File: src/kwm_pkg.sv
// ---------------------------------------------------------------------------
// kwm_pkg
// shared types and constants for the key wrap modular exponentiation block
// ---------------------------------------------------------------------------
`timescale 1ns / 1ps
package kwm_pkg;
    localparam int MOD_BITS_DEF = 64;
    localparam int KEY_BITS     = 32;
    localparam int EXP_BITS     = 64;
    localparam int SWAP_LO      = 30;
    localparam int SWAP_HI      = 31;

    localparam logic [1:0] REG_MODULUS = 2'd0;
    localparam logic [1:0] REG_PUB_EXP = 2'd1;
    localparam logic [1:0] REG_PRV_EXP = 2'd2;

    localparam logic OP_WRAP   = 1'b0;
    localparam logic OP_UNWRAP = 1'b1;

    typedef enum logic [2:0] {
        t_ST_IDLE,
        t_ST_REDUCE,
        t_ST_SQUARE,
        t_ST_MULT,
        t_ST_DONE
    } t_state;

    function automatic logic [63:0] swap_bits(input logic [63:0] v);
        logic [63:0] r;
        r = v;
        r[SWAP_LO] = v[SWAP_HI];
        r[SWAP_HI] = v[SWAP_LO];
        return r;
    endfunction
endpackage

File: src/key_wrap_modexp.sv
// ---------------------------------------------------------------------------
// key_wrap_modexp
// wraps / unwraps a 32-bit key by square-and-multiply modular exponentiation
// ---------------------------------------------------------------------------
// sequence: a base reduction, then per exponent bit a square and, for a set bit,
//   a multiply, each multiply taking a double step per multiplier bit and an add
//   step per set bit; a modulus below two skips straight to a zero result
// throughput: one request at a time, ready again the cycle after the result is
//   taken; a single shared add-mod unit does one double or add step per cycle
// reset: synchronous active low, registers return to modulus 2, e 65537, d 1
`timescale 1ns / 1ps
module key_wrap_modexp #(
    parameter int MOD_BITS = kwm_pkg::MOD_BITS_DEF
) (
    input  logic        i_clk,
    input  logic        i_rst_n,
    input  logic        i_cfg_we,
    input  logic [1:0]  i_cfg_index,
    input  logic [63:0] i_cfg_data,
    input  logic        i_valid,
    output logic        o_ready,
    input  logic        i_op,
    input  logic [63:0] i_key_value,
    output logic        o_valid,
    input  logic        i_ready,
    output logic [63:0] o_result_value
);
    localparam int CW = $clog2(MOD_BITS);

    logic [63:0] r_modulus, r_pub_exp, r_prv_exp;
    kwm_pkg::t_state r_state, n_state;
    logic          r_op;
    logic [63:0]   r_exp;
    logic [MOD_BITS-1:0] r_n, r_base, r_r, r_a, r_b;
    logic [MOD_BITS-1:0] r_rem;
    logic [63:0]   r_src;
    logic [5:0]    r_ebit;
    logic [CW-1:0] r_mbit;
    logic [CW:0]   r_rbit;
    logic          r_sub;
    logic          r_small;
    logic [63:0]   r_out;

    // shared add-mod unit: x + y mod n with x, y < n
    logic [MOD_BITS-1:0] au_x, au_y, au_s;
    logic [MOD_BITS:0]   au_sum, au_dif;
    assign au_sum = {1'b0, au_x} + {1'b0, au_y};
    assign au_dif = au_sum - {1'b0, r_n};
    assign au_s   = au_dif[MOD_BITS] ? au_sum[MOD_BITS-1:0] : au_dif[MOD_BITS-1:0];

    // reduction step: rem = 2*rem + bit, minus n if it fits
    logic [MOD_BITS:0] rd_sh, rd_dif;
    assign rd_sh  = {r_rem, r_src[63]};
    assign rd_dif = rd_sh - {1'b0, r_n};

    always_comb begin
        au_x = r_r;
        au_y = r_r;
        if (r_sub) begin
            au_y = r_a;
        end
    end

    // next state
    always_comb begin
        n_state = r_state;
        case (r_state)
            kwm_pkg::t_ST_IDLE:   if (i_valid) n_state = kwm_pkg::t_ST_REDUCE;
            kwm_pkg::t_ST_REDUCE: begin
                if (r_small) n_state = kwm_pkg::t_ST_DONE;
                else if (r_rbit == '0) n_state = kwm_pkg::t_ST_SQUARE;
            end
            kwm_pkg::t_ST_SQUARE: begin
                if (r_mbit == '0 && !(r_sub == 1'b0 && r_b[0])) begin
                    if (r_exp[r_ebit]) n_state = kwm_pkg::t_ST_MULT;
                    else if (r_ebit == 6'd0) n_state = kwm_pkg::t_ST_DONE;
                end
            end
            kwm_pkg::t_ST_MULT: begin
                if (r_mbit == '0 && !(r_sub == 1'b0 && r_b[0])) begin
                    if (r_ebit == 6'd0) n_state = kwm_pkg::t_ST_DONE;
                    else n_state = kwm_pkg::t_ST_SQUARE;
                end
            end
            kwm_pkg::t_ST_DONE:   if (i_ready) n_state = kwm_pkg::t_ST_IDLE;
            default:              n_state = kwm_pkg::t_ST_IDLE;
        endcase
    end

    // outputs
    always_comb begin
        o_ready        = (r_state == kwm_pkg::t_ST_IDLE);
        o_valid        = (r_state == kwm_pkg::t_ST_DONE);
        o_result_value = r_out;
    end

    // config registers and state
    always_ff @(posedge i_clk) begin
        if (!i_rst_n) begin
            r_modulus <= 64'd2;
            r_pub_exp <= 64'd65537;
            r_prv_exp <= 64'd1;
            r_state   <= kwm_pkg::t_ST_IDLE;
        end else begin
            r_state <= n_state;
            if (i_cfg_we) begin
                case (i_cfg_index)
                    kwm_pkg::REG_MODULUS: r_modulus <= i_cfg_data;
                    kwm_pkg::REG_PUB_EXP: r_pub_exp <= i_cfg_data;
                    kwm_pkg::REG_PRV_EXP: r_prv_exp <= i_cfg_data;
                    default: ;
                endcase
            end
        end
    end

    // datapath sequencer; one multiply walks r_b msb first, each bit takes a
    // double step and, if set, an add step (r_sub marks the add)
    always_ff @(posedge i_clk) begin
        case (r_state)
            kwm_pkg::t_ST_IDLE: begin
                r_op    <= i_op;
                r_n     <= r_modulus[MOD_BITS-1:0];
                r_small <= (r_modulus[MOD_BITS-1:0] < MOD_BITS'(2));
                r_exp   <= (i_op == kwm_pkg::OP_WRAP) ? r_pub_exp : r_prv_exp;
                r_src   <= (i_op == kwm_pkg::OP_WRAP)
                           ? kwm_pkg::swap_bits({32'd0, i_key_value[31:0]}) : i_key_value;
                r_rem   <= '0;
                r_rbit  <= (CW+1)'(64);
                r_out   <= '0;
            end
            kwm_pkg::t_ST_REDUCE: begin
                if (r_rbit != '0) begin
                    r_rem  <= rd_dif[MOD_BITS] ? rd_sh[MOD_BITS-1:0] : rd_dif[MOD_BITS-1:0];
                    r_src  <= {r_src[62:0], 1'b0};
                    r_rbit <= r_rbit - (CW+1)'(1);
                end else begin
                    r_base <= r_rem;
                    r_ebit <= 6'd63;
                    // first square of 1
                    r_a    <= MOD_BITS'(1);
                    r_b    <= MOD_BITS'(1);
                    r_r    <= '0;
                    r_mbit <= CW'(MOD_BITS-1);
                    r_sub  <= 1'b0;
                end
            end
            kwm_pkg::t_ST_SQUARE, kwm_pkg::t_ST_MULT: begin
                if (!r_sub && r_b[r_mbit]) begin
                    r_r   <= au_s;
                    r_sub <= 1'b1;
                end else begin
                    r_sub <= 1'b0;
                    if (r_mbit != '0) begin
                        r_r    <= au_s;
                        r_mbit <= r_mbit - CW'(1);
                    end else begin
                        // multiply done; set up the next one
                        r_mbit <= CW'(MOD_BITS-1);
                        r_r    <= '0;
                        if (r_state == kwm_pkg::t_ST_SQUARE && r_exp[r_ebit]) begin
                            r_a   <= au_s;
                            r_b   <= r_base;
                        end else begin
                            r_a   <= au_s;
                            r_b   <= au_s;
                            if (r_ebit != 6'd0) r_ebit <= r_ebit - 6'd1;
                        end
                        if (n_state == kwm_pkg::t_ST_DONE) begin
                            r_out <= (r_op == kwm_pkg::OP_WRAP) ? 64'(au_s)
                                     : kwm_pkg::swap_bits({32'd0, 32'(au_s)});
                        end
                    end
                end
            end
            default: ;
        endcase
    end
endmodule

File: config.mk
export PLATFORM = sky130hd
export DESIGN_NAME = key_wrap_modexp
export DESIGN_NICKNAME = d
export VERILOG_FILES = /design/src/kwm_pkg.sv /design/src/key_wrap_modexp.sv
export SDC_FILE = /design/constraint.sdc
export NUM_CORES = 2
export LEC_CHECK = 0
export BUFFER_PORTS_ARGS = -buffer_cell sky130_fd_sc_hd__buf_2
export CORE_MARGIN = 2
export CORE_UTILIZATION = 40
export CTS_BUF_LIST = sky130_fd_sc_hd__clkbuf_4
export CTS_CLUSTER_SIZE = 14
export DETAILED_ROUTE_END_ITERATION = 6
export GPL_TIMING_DRIVEN = 0
export PLACE_DENSITY = 0.66
export SLEW_MARGIN = 20
export SYNTH_ARGS = -nofsm -noshare
export SYNTH_HDL_FRONTEND = slang
export SYNTH_SLANG_ARGS = --single-unit
File: constraint.sdc
create_clock -name i_clk -period 21.7 [get_ports i_clk]
set_clock_uncertainty 0.2 [all_clocks]
set_input_delay 3.255 -clock i_clk [delete_from_list [all_inputs] [get_ports i_clk]]
set_output_delay 3.255 -clock i_clk [all_outputs]
set_load 0.01 [all_outputs]
# --- Word-level counts from Yosys, hierarchy flattened ---
# Index checks and enable logic that the tools add are counted.
classes:
  add_sub_neg: 6
  order_cmp: 3
  n_eq_ne: 14
  muxes: 54
  bitwise: 2
  reduce_logical: 28
ops:
  columns: ["operator", "n"]
  rows:
  - ["$mux 64", 20]
  - ["$pmux 64 s2", 6]
  - ["$sub 65x64->65", 2]
  - ["$add 64x64->65", 1]
  - ["$lt 64x2->1 const B", 1]
  - ["$mux 6", 7]
  - ["$mux 3", 9]
  - ["$pmux 6 s2", 2]
  - ["$pmux 3 s5", 1]
  - ["$lt 6x7->1 const B", 2]
  - ["$ne 2x2->1 const B", 7]
  - ["$pmux 7 s2", 1]
  - ["$bmux 1 s6", 2]
  - ["$logic_not 6->1", 2]
  - ["$reduce_and 2->1", 6]
  - ["$reduce_bool 6->1", 2]
  - ["$sub 6x1->6 const B", 2]
  - ["$reduce_and 4->1", 2]
  - ["$logic_not 7->1", 1]
  - ["$mux 7", 1]
  - ["$reduce_bool 7->1", 1]
  - ["$sub 7x1->7 const B", 1]
  - ["$eq 3x2->1 const B", 2]
  - ["$eq 3x3->1 const B", 2]
  - ["other kinds (14)", 24]
totals:
  regBits: 793

# --- Longest topological paths before layout ---
depth:
  word_depth: 11
  ltp_mapped: 30

# --- Worst setup path before layout ---
# OpenSTA, ideal clock, no wires.
synth_path:
  path_type: "register to register"
  start: "register r_state[1]"
  end: "register r_rbit[0], enable pin"
  arrival_time_ps: 13523
  slack_ps: 7320
  stages_incl_launch_ff: 4
  path_buffers: 1
  period_less_slack_ps: 14380
  path_cell_list: "dfxtp_1 > clkbuf_1 > nor3_1 > o21bai_1"
synth_between:
  elab_chain_cells: 3
synth_lines:
  columns: ["item", "line_no", "source"]
  rows:
  - ["start: declaration", "key_wrap_modexp.sv:31", "kwm_pkg::t_state r_state, n_state;"]
  - ["start signal: assignment", "key_wrap_modexp.sv:103", "r_state <= kwm_pkg::t_ST_IDLE;"]
  - ["start signal: assignment", "key_wrap_modexp.sv:105", "r_state <= n_state;"]
  - ["$logic_not 3->1", null, null]
  - ["net o_ready", "key_wrap_modexp.sv:21", "output logic o_ready,"]
  - ["$reduce_bool 2->1 (no line)", null, null]
  - ["$reduce_and 2->1 (no line)", null, null]
  - ["end signal: assignment", "key_wrap_modexp.sv:129", "r_rbit <= (CW+1)'(64);"]
  - ["end signal: assignment", "key_wrap_modexp.sv:136", "r_rbit <= r_rbit - (CW+1)'(1);"]
  - ["end: declaration", "key_wrap_modexp.sv:39", "logic [CW:0] r_rbit;"]
# The timed path passes the listed nets, and every way through them passes these cells.
# A chain may end at the register's enable or synchronous reset.

# --- Final worst setup path ---
layout_path:
  start: "register r_sub"
  end: "register r_out[30], in the netlist o_result_value[30], data pin"
layout_between:
  elab_chain_cells: 9
layout_lines:
  columns: ["item", "line_no", "source"]
  rows:
  - ["start: declaration", "key_wrap_modexp.sv:40", "logic r_sub;"]
  - ["start signal: assignment", "key_wrap_modexp.sv:145", "r_sub <= 1'b0;"]
  - ["start signal: assignment", "key_wrap_modexp.sv:151", "r_sub <= 1'b1;"]
  - ["start signal: assignment", "key_wrap_modexp.sv:153", "r_sub <= 1'b0;"]
  - ["$mux 64 *", "key_wrap_modexp.sv:59", "if (r_sub) begin"]
  - ["$add 64x64->65 *", "key_wrap_modexp.sv:47", "assign au_sum = {1'b0, au_x} + {1'b0, au_y};"]
  - ["$sub 65x64->65", "key_wrap_modexp.sv:48", "assign au_dif = au_sum - {1'b0, r_n};"]
  - ["$mux 64 *", "key_wrap_modexp.sv:49", "assign au_s = au_dif[MOD_BITS] ? au_sum[MOD_BITS-1:0] : au_dif[MOD_BITS-1:0];"]
  - ["$mux 64 *", "key_wrap_modexp.sv:170", "r_out <= (r_op == kwm_pkg::OP_WRAP) ? 64'(au_s)"]
  - ["$mux 64 *", "key_wrap_modexp.sv:169", "if (n_state == kwm_pkg::t_ST_DONE) begin"]
  - ["$mux 64 *", "key_wrap_modexp.sv:154", "if (r_mbit != '0) begin"]
  - ["$mux 64 *", "key_wrap_modexp.sv:149", "if (!r_sub && r_b[r_mbit]) begin"]
  - ["$pmux 64 s2 *", "key_wrap_modexp.sv:120", "case (r_state)"]
  - ["end signal: assignment", "key_wrap_modexp.sv:170", null]
  - ["end: declaration", "key_wrap_modexp.sv:42", "logic [63:0] r_out;"]
# Every way passes the cells marked *; elsewhere a longest branch is shown, timed or not. The select of a mux whose other input is x is not followed.

==> flow_summary.json <==
{
  "grt_setup_unrepaired": "no",
  "startpoint_type": "register",
  "async_reset_ff_frac": 0,
  "row_count": 121,
  "synth_top_area_share": 0.408,
  "slew_viol_final": 0,
  "holdPathEnd": "r_n[54]",
  "period_needed_ns": 9.41,
  "post-route-period-util": 0.433,
  "yosysUniqueCellTypes": 93,
  "crit_top_cell": "a21oi_1",
  "tns_ns": 0,
  "max_freq_ghz": 0.106,
  "post-cts-setup-buffers": 0,
  "syn_area_sq_mm": 0.0440,
  "placed_cells": 6002,
  "first_pass_iters": 5,
  "ctsHoldBuffers": 0,
  "slowest_delay_ns": 0.72,
  "ys_seq_elements": 793,
  "required_ns": 22.29,
  "p_per_area_mw_per_mm2": 107,
  "min_from": "r_modulus[54]",
  "routed-via-count": 34700,
  "slowest_stage": "mux2i_1",
  "finalHoldViolCount": 0,
  "path_max_fanout": 10,
  "drt-total-wl_microns": 127000,
  "io_buffers": 200,
  "cts-resized-gates": 0,
  "r2r_slack_ns": 12.29,
  "post_drt_wl_per_cell_microns": 19.9,
  "synth-main-ff-cell": "edfxtp_1",
  "grt_first_pass_wirelength_microns": 191000,
  "post-route-util": 0.459,
  "drc": 0,
  "layout-drive-gt1-share": 0.171,
  "nNetsFinal": 5131,
  "fillCellCount": 10500,
  "hold_path_depth": 0,
  "grt_pass1_vias": 33500,
  "worst_setup_path_end_kind": "register",
  "core_area_sq_mm": 0.109,
  "cap_violations": 0,
  "yosysMostFrequentCell": "nand2_1",
  "antenna_left": 0,
  "grt_usage": 0.222,
  "final_cells": 6383,
  "worst_ir_drop_vdd_uv": 56.8,
  "syn_inst": 4336,
  "arrival_ns": 10.00,
  "clock_path_buffers": 3,
  "yosys_warnings": 0,
  "insertion_delay_ns": 1.14,
  "die-width_microns": 336,
  "synth_edf_count": 598,
  "cts_buffers": 207,
  "dieHeight_microns": 336,
  "gr-total-overflow": 0,
  "gp_congestion": 0.956,
  "cts_max_level": 4,
  "post-dp-hpwl_microns": 98500,
  "synth_area_leaders": "edfxtp_1 41%, dfxtp_1 8.9%, nand2_1 6.1%",
  "grt_max_degree": 53,
  "synth_common_cells": "720 x nand2_1, 598 x edfxtp_1, 337 x nor2_1, 335 x a21oi_1, 210 x clkbuf_1",
  "timing.hold.ws_ns": 0.228,
  "cts.sinks": 793,
  "root_buffer": "clkbuf_4",
  "avgSynthCellArea_sq_um": 10.1,
  "hp-class": "register to register",
  "die-area_sq_mm": 0.113,
  "drt-initial-drc-count": 2898,
  "avgViaCountPerCell": 5.43,
  "reg2reg_from": "r_sub",
  "final-setup-viol-count": 0,
  "reg2reg_to": "o_result_value[30]",
  "antenna_found_initial": 14,
  "synthToLayoutAreaGrowth_pct": 13.9,
  "start_util": 0.403,
  "syn_nets": 4670,
  "ys_seq_area_frac": 0.497,
  "worstMarginPinSlew_ns": 1.29,
  "power_leakage_uw": 0.0187,
  "reg2regPathDepth": 27,
  "power_uw": 5360,
  "critPathKind": "register to register",
  "yosysTopAreaCell": "edfxtp_1",
  "cts_tree": "done",
  "clk_pin_slew_worst_paths_ns": 0.08,
  "pin_count": 202,
  "max-slew-margin-rel": 0.139,
  "outcome": "finished, final reports clean"
}
## per-layer routing
| layer | global-route usage | part of all wire | wire (microns) | vias up |
|---|---|---|---|---|
| li1 | - | - | - | 16800 |
| met1 | 0.304 | 0.45 | 56900 | 16400 |
| met2 | 0.346 | 0.45 | 57100 | 1160 |
| met3 | 0.0397 | 0.067 | 8470 | 250 |
| met4 | 0.0884 | 0.036 | 4550 | 4 |
| met5 | 0 | 0.00018 | 23 | - |
## worst max-delay path: cells and delay by family, from the launching register on
kind                     cells  cell delay, ns
flip-flops                   1            0.34
buffers and inverters        5            1.64
multiplexers                 2            1.12
adder cells (fa/ha/maj)      2            0.54
AND/OR/NAND/NOR              6            1.83
XOR/XNOR                     1            0.18
AO/OA/AOI/OAI               11            3.15
## layout make-up
type / instances / area [sq um] / area share
Antenna cell: 2 / 5.00 / 0.000100
Buffer: 247 / 1040 / 0.0208
Clock buffer: 308 / 2310 / 0.0462
Clock inverter: 71 / 478 / 0.00955
Inverter: 128 / 483 / 0.00965
Multi-Input combinational cell: 3168 / 20600 / 0.412
Sequential cell: 793 / 21900 / 0.437
Tap cell: 1414 / 1770 / 0.0353
Timing Repair Buffer: 252 / 1490 / 0.0298
## through the flow
| step | setup slack, ns | area (sq um) |
|---|---|---|
| CTS | 12.40 | 50100 |
| finish | 12.29 | 50100 |
| global route | 11.92 | 50100 |
| detailed placement | 12.43 | 47300 |
| floorplan | 7.32 | 44000 |
| global placement | 2.14 | 46700 |
## cells by family after synthesis
| family | count (synthesis) | synth area share |
|---|---|---|
| AND/OR/NAND/NOR | 1424 | 0.140 |
| AO/OA/AOI/OAI | 1107 | 0.164 |
| flip-flops | 793 | 0.497 |
| buffers and inverters | 375 | 0.0345 |
| multiplexers | 260 | 0.0712 |
| adder cells (fa/ha/maj) | 198 | 0.0569 |
| XOR/XNOR | 179 | 0.0358 |
## power breakdown
group / total (uW) / switching [uW] / internal, uW
Clock: 1360 / 653 / 707
Combinational: 2070 / 1270 / 797
Sequential: 1930 / 91.5 / 1840
Total: 5360 / 2020 / 3340
## flip-flops by register name, indices dropped and copies added (netlist names), 6 cells and up
register / flops
r_a: 64
r_ebit: 6
o_result_value: 64
au_x: 64
r_exp: 64
r_base: 64
r_b: 64
r_modulus: 64
r_pub_exp: 64
r_src: 64
r_rem: 64
r_n: 64
r_mbit: 6
r_prv_exp: 64
r_rbit: 7
## placed cells by master (no fill, tap or decap), types with 89 or more instances in the layout
| cell type | instances |
|---|---|
| o21ai_0 | 179 |
| dfxtp_1 | 195 |
| nand2_1 | 720 |
| a21boi_0 | 197 |
| mux2i_1 | 99 |
| nand3_1 | 89 |
| edfxtp_1 | 598 |
| clkbuf_4 | 308 |
| xnor2_1 | 121 |
| buf_2 | 225 |
| a21oi_1 | 335 |
| inv_1 | 127 |
| nor2_1 | 337 |
| mux2_2 | 132 |
| clkbuf_1 | 209 |
| ha_1 | 195 |
## how the worst max path moves through the flow
stage                           from                 end  slack (ns)  depth (start not counted)
after floorplan           r_state[1]           r_rbit[0]        7.32                          3
after global placement    r_state[1]           r_src[46]        2.14                          3
after detailed placement       r_sub  o_result_value[14]       12.43                         27
after CTS                      r_sub             r_a[14]       12.40                         27
after global routing           r_sub  o_result_value[30]       11.92                         27
final                          r_sub  o_result_value[30]       12.29                         27
(Power assumes the default switching activity.)
